--- src/rtl/fbfa_pkg.sv ---
package fbfa_pkg;

  // Table geometry
  localparam int NUM_BLOCKS = 16;
  localparam int IDX_W      = 4;
  localparam int CNT_W      = 5;
  localparam int SIZE_W     = 16;

  // Request kinds
  localparam logic REQ_LOAD  = 1'b0;
  localparam logic REQ_ALLOC = 1'b1;

  // Result status codes
  localparam logic [1:0] STATUS_LOADED        = 2'd0;
  localparam logic [1:0] STATUS_ALLOCATED     = 2'd1;
  localparam logic [1:0] STATUS_NOT_ALLOCATED = 2'd2;

  // Fit policies
  localparam logic POLICY_FIRST = 1'b0;
  localparam logic POLICY_BEST  = 1'b1;

  // Register indexes (word address bit 2)
  localparam logic REG_FIT_POLICY    = 1'b0;
  localparam logic REG_ACTIVE_BLOCKS = 1'b1;

  localparam logic [CNT_W-1:0] ACTIVE_RESET = 5'd16;

  typedef struct packed {
    logic              req_type;
    logic [IDX_W-1:0]  load_index;
    logic [SIZE_W-1:0] req_size;
  } fbfa_in_t;

  typedef struct packed {
    logic [1:0]        status;
    logic [IDX_W-1:0]  chosen_block;
    logic [SIZE_W-1:0] remaining;
  } fbfa_out_t;

  typedef enum logic [1:0] {
    ST_IDLE,
    ST_SCAN,
    ST_FINISH
  } fbfa_state_t;

endpackage

--- src/rtl/first_or_best_fit_allocator_top.sv ---
// Channel   Ports                               Transfer
// input     start, busy, in_data               beat taken when start=1 and busy=0
// result    out_strobe, out_data               one-cycle beat, cannot be held off
// config    psel, penable, pwrite, paddr,      APB write at access phase;
//           pwdata, prdata, pready             pready is always high
//
// A load beat's result strobes on the next cycle.
// An allocate beat keeps busy high while it scans L entries, L = min(active_blocks, 16),
// and its result strobes in the cycle in which busy falls: the free-size RAM has one read port
// and the scan reads one entry per cycle.
// Synchronous active-low reset clears the control state and the valid bits;
// a block never loaded reads as size zero. The receiver cannot stall results.
module first_or_best_fit_allocator_top
  import fbfa_pkg::*;
(
  input  logic        clk,
  input  logic        rst_n,
  input  logic        start,
  output logic        busy,
  input  fbfa_in_t    in_data,
  output logic        out_strobe,
  output fbfa_out_t   out_data,
  input  logic        psel,
  input  logic        penable,
  input  logic        pwrite,
  input  logic [2:0]  paddr,
  input  logic [31:0] pwdata,
  output logic [31:0] prdata,
  output logic        pready
);

  // Configuration registers
  logic             fit_policy_r;
  logic [CNT_W-1:0] active_blocks_r;

  // Control and datapath state
  fbfa_state_t       state_r, state_nxt;
  logic [CNT_W-1:0]  lim_r;
  logic [CNT_W-1:0]  cnt_r;
  logic [SIZE_W-1:0] size_r;
  logic              cmp_vld_r;
  logic [IDX_W-1:0]  cmp_idx_r;
  logic              cmp_ent_vld_r;
  logic              found_r;
  logic [IDX_W-1:0]  pick_r;
  logic [SIZE_W-1:0] pick_size_r;
  logic              out_strobe_r;
  fbfa_out_t         out_data_r;

  // Free-size RAM and its per-entry valid bits
  logic [SIZE_W-1:0]     mem [NUM_BLOCKS];
  logic [SIZE_W-1:0]     rd_data_r;
  logic [NUM_BLOCKS-1:0] ent_vld_r;

  logic              accept;
  logic              issue;
  logic [SIZE_W-1:0] cur_size;
  logic              take;
  logic              we;
  logic [IDX_W-1:0]  waddr;
  logic [SIZE_W-1:0] wdata;
  logic [SIZE_W-1:0] rem_size;
  logic [CNT_W-1:0]  lim_nxt;
  logic              cfg_wr;

  assign accept   = start && !busy;
  assign busy     = (state_r != ST_IDLE);
  assign issue    = (state_r == ST_SCAN) && (cnt_r < lim_r);
  assign cur_size = cmp_ent_vld_r ? rd_data_r : '0;
  assign rem_size = pick_size_r - size_r;
  assign lim_nxt  = (active_blocks_r > CNT_W'(NUM_BLOCKS)) ? CNT_W'(NUM_BLOCKS)
                                                           : active_blocks_r;

  // Candidate test: fits, and is first found or strictly smaller under best fit
  assign take = cmp_vld_r && (cur_size >= size_r) &&
                (!found_r || ((fit_policy_r == POLICY_BEST) && (cur_size < pick_size_r)));

  // APB port
  assign pready = 1'b1;
  assign cfg_wr = psel && penable && pwrite && pready;

  always_comb begin
    unique case (paddr[2])
      REG_FIT_POLICY:    prdata = {31'b0, fit_policy_r};
      REG_ACTIVE_BLOCKS: prdata = {{(32-CNT_W){1'b0}}, active_blocks_r};
      default:           prdata = '0;
    endcase
  end

  always_ff @(posedge clk) begin
    if (!rst_n) begin
      fit_policy_r    <= POLICY_FIRST;
      active_blocks_r <= ACTIVE_RESET;
    end else if (cfg_wr) begin
      unique case (paddr[2])
        REG_FIT_POLICY:    fit_policy_r    <= pwdata[0];
        REG_ACTIVE_BLOCKS: active_blocks_r <= pwdata[CNT_W-1:0];
        default: ;
      endcase
    end
  end

  // State register
  always_ff @(posedge clk) begin
    if (!rst_n) begin
      state_r <= ST_IDLE;
    end else begin
      state_r <= state_nxt;
    end
  end

  // Next state and RAM write port
  always_comb begin
    state_nxt = state_r;
    we        = 1'b0;
    waddr     = in_data.load_index;
    wdata     = in_data.req_size;
    unique case (state_r)
      ST_IDLE: begin
        if (accept) begin
          if (in_data.req_type == REQ_LOAD) begin
            we = 1'b1;
          end else begin
            state_nxt = ST_SCAN;
          end
        end
      end
      ST_SCAN: begin
        if (!issue) begin
          state_nxt = ST_FINISH;
        end
      end
      ST_FINISH: begin
        we        = found_r;
        waddr     = pick_r;
        wdata     = rem_size;
        state_nxt = ST_IDLE;
      end
      default: state_nxt = ST_IDLE;
    endcase
  end

  // RAM write and registered read
  always_ff @(posedge clk) begin
    if (we) begin
      mem[waddr] <= wdata;
    end
    rd_data_r <= mem[cnt_r[IDX_W-1:0]];
  end

  // Valid bits: an entry reads as zero until loaded
  always_ff @(posedge clk) begin
    if (!rst_n) begin
      ent_vld_r <= '0;
    end else if (we) begin
      ent_vld_r[waddr] <= 1'b1;
    end
  end

  // Scan control: issue one read per cycle, compare in the cycle after each read
  always_ff @(posedge clk) begin
    if (!rst_n) begin
      cmp_vld_r <= 1'b0;
      found_r   <= 1'b0;
      cnt_r     <= '0;
      lim_r     <= '0;
    end else begin
      if (accept && (in_data.req_type == REQ_ALLOC)) begin
        cnt_r     <= '0;
        lim_r     <= lim_nxt;
        cmp_vld_r <= 1'b0;
        found_r   <= 1'b0;
      end else begin
        cmp_vld_r <= issue;
        if (issue) begin
          cnt_r <= cnt_r + 1'b1;
        end
        if (take) begin
          found_r <= 1'b1;
        end
      end
    end
  end

  // Scan payload: request size, read tag, best candidate so far
  always_ff @(posedge clk) begin
    if (accept) begin
      size_r <= in_data.req_size;
    end
    cmp_idx_r     <= cnt_r[IDX_W-1:0];
    cmp_ent_vld_r <= ent_vld_r[cnt_r[IDX_W-1:0]];
    if (take) begin
      pick_r      <= cmp_idx_r;
      pick_size_r <= cur_size;
    end
  end

  // Result beat
  always_ff @(posedge clk) begin
    if (!rst_n) begin
      out_strobe_r <= 1'b0;
    end else begin
      out_strobe_r <= (accept && (in_data.req_type == REQ_LOAD)) ||
                      (state_r == ST_FINISH);
    end
  end

  always_ff @(posedge clk) begin
    if (state_r == ST_FINISH) begin
      if (found_r) begin
        out_data_r.status       <= STATUS_ALLOCATED;
        out_data_r.chosen_block <= pick_r;
        out_data_r.remaining    <= rem_size;
      end else begin
        out_data_r.status       <= STATUS_NOT_ALLOCATED;
        out_data_r.chosen_block <= '0;
        out_data_r.remaining    <= '0;
      end
    end else if (accept) begin
      out_data_r.status       <= STATUS_LOADED;
      out_data_r.chosen_block <= in_data.load_index;
      out_data_r.remaining    <= in_data.req_size;
    end
  end

  assign out_strobe = out_strobe_r;
  assign out_data   = out_data_r;

endmodule

--- config.mk ---
export PLATFORM = sky130hd
export DESIGN_NAME = first_or_best_fit_allocator_top
export DESIGN_NICKNAME = d
export VERILOG_FILES = /design/src/rtl/fbfa_pkg.sv /design/src/rtl/first_or_best_fit_allocator_top.sv
export SDC_FILE = /design/constraint.sdc
export NUM_CORES = 1
export LEC_CHECK = 0
export BUFFER_PORTS_ARGS = -buffer_cell sky130_fd_sc_hd__buf_2
export CORE_MARGIN = 3
export CORE_UTILIZATION = 45
export CTS_BUF_LIST = sky130_fd_sc_hd__clkbuf_8
export DETAILED_ROUTE_END_ITERATION = 7
export GPL_ROUTABILITY_DRIVEN = 0
export SLEW_MARGIN = 5
export SYNTH_ARGS = -nofsm -noshare
export SYNTH_HDL_FRONTEND = slang
export SYNTH_SLANG_ARGS = --single-unit
--- constraint.sdc ---
create_clock -name clk -period 5.2 [get_ports clk]
set_input_delay 0.78 -clock clk [delete_from_list [all_inputs] [get_ports clk]]
set_output_delay 0.78 -clock clk [all_outputs]
set_load 0.01 [all_outputs]
==> qor.csv <==
stage;metric;value;unit
synth;cell taking the most area after synthesis;edfxtp_1;
critical_path;Crit Path Max Fanout;16;
synth;number of synthesized flops with an enable pin;314;
critical_path;Critical Path RT;5.53;ns
finish;area occupied by multi-input gates;0.00472;sq mm
sta;Min Hold Slack;0.365;ns
detailed_routing;Iteration-0 DRC Markers;601;
finish;final instance area;0.0178;sq mm
detailed_routing;final WL;34.0;mm
detailed_routing;DRC;0;
synth;Seq/Total Area, Yosys;0.674;
critical_path;critical path class;reg -> reg;
finish;Layout fillers;2850;
detailed_routing;DR vias/cell;5.42;
global_routing;vias in the first global route;8577;
critical_path;slowest CP cell;a2111oi_0;
flow_run;Max-Cap Viols;0;
place;placed cell count;1464;
synth;synth warn;0;
detailed_routing;DRT Pass-1 Iters;4;
synth;Mapped Avg Cell Area;16.4;sq um
clock_tree;clock slew at reported path FFs;0.06;ns
sta;Final min period;3.18;ns
clock_tree;Root Driver;clkbuf_8;
place;I/O Buffers;61;
clock_tree;CTS tree;done;
clock_tree;H-tree depth;2;
sta;Tightest Pin Transition;1.25;ns
synth;top post-synthesis cells by area;edfxtp_1 (60%), mux4_2 (12%), dfxtp_1 (7.4%);
clock_tree;total clock sinks;372;
synth;Synth Cell Area;0.0157;sq mm
sta;Final Max Tran Viols;0;
synth;Distinct cells, synth;60;
place;Placed Instance Area;0.0166;sq mm
sta;slew margin rel.;0.163;
critical_path;delay-heaviest family, CP;compound AO/OA/AOI/OAI gates;
finish;Antenna diodes;0;
synth;ys async rst share;0;
sta;period utilization;0.611;
sta;setup_tns;0;ns
power_and_ir_drop;P per Cell Area;335;mW/mm^2
clock_tree;Post-CTS Setup Bufs;0;
clock_tree;Skew-Pair Late Insertion Delay;0.61;ns
critical_path;worst-path cell chain;inv_1, ha_1, inv_1, fa_1, a21oi_1, o21ai_1, a2111oi_0, nor2_1, xnor2_1, o21ai_0, buf_4;
sta;RSZ-0062 raised after global routing;false;
die;Site Rows;67;
synth;Mapped Cells;959;
die;Starting Density;0.463;
global_routing;largest net degree at the start of global routing;41;
clock_tree;Hold Buf Count CTS;0;
synth;top_reg_cell synth;edfxtp_1;
place;DP Wirelength;21.1;mm
power_and_ir_drop;Leak Pwr;0.00639;uW
synth;register bit count reported by yosys;372;
global_routing;GRT Residual Overflow;0;
detailed_routing;Final ANT Viol Nets;0;
critical_path;crit path launch type;flop;
global_routing;all-layer global routing usage;0.187;
worst_hold_path;Hold Crit Class;in -> reg;
finish;FF+latch area;0.0106;sq mm
finish;count of non-filler cells in the finished layout;1573;
die;die width;193;microns
clock_tree;Num CTS Buffers;58;
die;Die Y;193;microns
synth;share of the synthesized area in the top cell type;0.600;
finish;NumNets Final;1186;
detailed_routing;per-cell routed wire length;21.6;microns
clock_tree;CTS Buffer Depth;3;
critical_path;Arrival @ worst endpoint;3.51;ns
detailed_routing;routed via count;8520;
finish;layout cells sized above 1;0.256;
outcome;status;finished clean;
clock_tree;post-CTS sizing;0;
die;IO Count;119;
sta;Final setup viols;0;
finish;P&R area growth vs syn;13.2;%
critical_path;CP max stage delay;0.74;ns
sta;clk_skew;0.0315;ns
power_and_ir_drop;Tot Pwr;5950;uW
global_routing;antenna violations before repair;1;
critical_path;Setup crit end kind;flop;
sta;final hold vios;0;
sta;fmax;0.315;GHz
power_and_ir_drop;Worst VDD drop;0.202;mV
global_routing;global-route wire length before repair;51.6;mm
critical_path;Worst path most repeated cell;inv_1;
die;area of the core;0.0340;sq mm
critical_path;CP bufs+invs;3;
die;Die ar.;0.0372;sq mm
==> cells in the final DEF (no fill, tap or decap), drive strengths merged, types with 3 or more instances in the layout <==
cell,n
dfxtp,58
a21o,11
a21oi,26
nand2,45
mux2i,7
nand3,18
buf,96
nand2b,3
clkbuf,63
ha,47
nor3b,12
nor2,36
nor2b,11
edfxtp,314
nand4,4
o31ai,3
a211oi,3
and3,4
or3,4
o21ai,37
bufinv,3
clkinv,10
conb,28
and2,23
inv,81
mux4,85
o21a,24
a21boi,3
a31oi,10
xor2,7
nor3,7
o21bai,3
xnor2,10
==> layout make-up <==
| class | instances | share of cell area |
|---|---|---|
| clock buffers | 63 | 0.0488 |
| clock inverters | 46 | 0.0162 |
| inverters | 49 | 0.0103 |
| multi-input cells | 499 | 0.265 |
| flip-flops and latches | 372 | 0.596 |
| well taps | 448 | 0.0315 |
| repair buffers | 96 | 0.0319 |
==> final timing paths <==
path,to,startpoint,cells past startpoint,slack (ns)
min,size_r[14],in_data[14],1,0.36
max reg2reg,mem[5][8],pick_size_r[0],11,2.02
max,mem[5][8],pick_size_r[0],11,2.02
min reg2reg,pick_r[1],cmp_idx_r[1],0,0.41
==> worst register-to-register path: cells and delay by family, from the launching register on <==
family / cells / cell delay, ns
compound gates: 4 / 1.23
fa+ha+maj: 2 / 0.56
flops: 1 / 0.39
buf+inv: 3 / 0.33
xor+xnor: 1 / 0.27
simple gates: 1 / 0.15
==> sequential cells by signal (all words and copies together), names as in the netlist, 4 cells and up <==
| name | count |
|---|---|
| pick_size_r | 16 |
| out_data | 22 |
| rd_data_r | 16 |
| cnt_r | 5 |
| ent_vld_r | 16 |
| active_blocks_r | 5 |
| pick_r | 4 |
| mem | 256 |
| size_r | 16 |
| cmp_idx_r | 4 |
| lim_r | 5 |
==> where the power goes <==
part	total (uW)	switching [uW]	leakage (uW)	internal, uW
clock	2380	1110	0.000706	1270
combinational	265	178	0.00232	87.2
sequential	3310	15.1	0.00337	3290
==> cells in the mapped netlist (all sizes together), types with 4 or more instances <==
master / n
o21ai: 37
buf: 39
nand2: 45
o21a: 24
inv: 49
nand3: 18
a21oi: 26
nor3b: 12
nor2b: 11
mux2i: 7
edfxtp: 314
a21o: 11
and2: 23
nand4: 4
dfxtp: 58
or3: 4
and3: 4
ha: 47
nor3: 7
mux4: 85
xnor2: 10
a31oi: 10
clkbuf: 26
nor2: 36
xor2: 7
==> cell families after synthesis <==
family	synth area share
xor+xnor	0.00948
other cells	0.000478
compound gates	0.0554
fa+ha+maj	0.0401
mux	0.128
flops	0.674
simple gates	0.0577
buf+inv	0.0350
==> per-stage QoR <==
| stage | worst slack (ns) | utilization |
|---|---|---|
| global route | 1.73 | 0.524 |
| CTS | 2.00 | 0.524 |
| global placement | 2.05 | 0.490 |
| finish | 2.02 | 0.524 |
| floorplan | 1.41 | - |
| detailed placement | 2.01 | 0.490 |
==> layer usage <==
layer | up-vias | global-route usage | share of wire
li1 | 3906 | - | -
met1 | 4339 | 0.267 | 0.45
met2 | 224 | 0.306 | 0.48
met3 | 51 | 0.0278 | 0.050
met4 | 0 | 0.0465 | 0.017
met5 | - | 0 | 0
No activity file was read; power rests on OpenSTA's default activity.
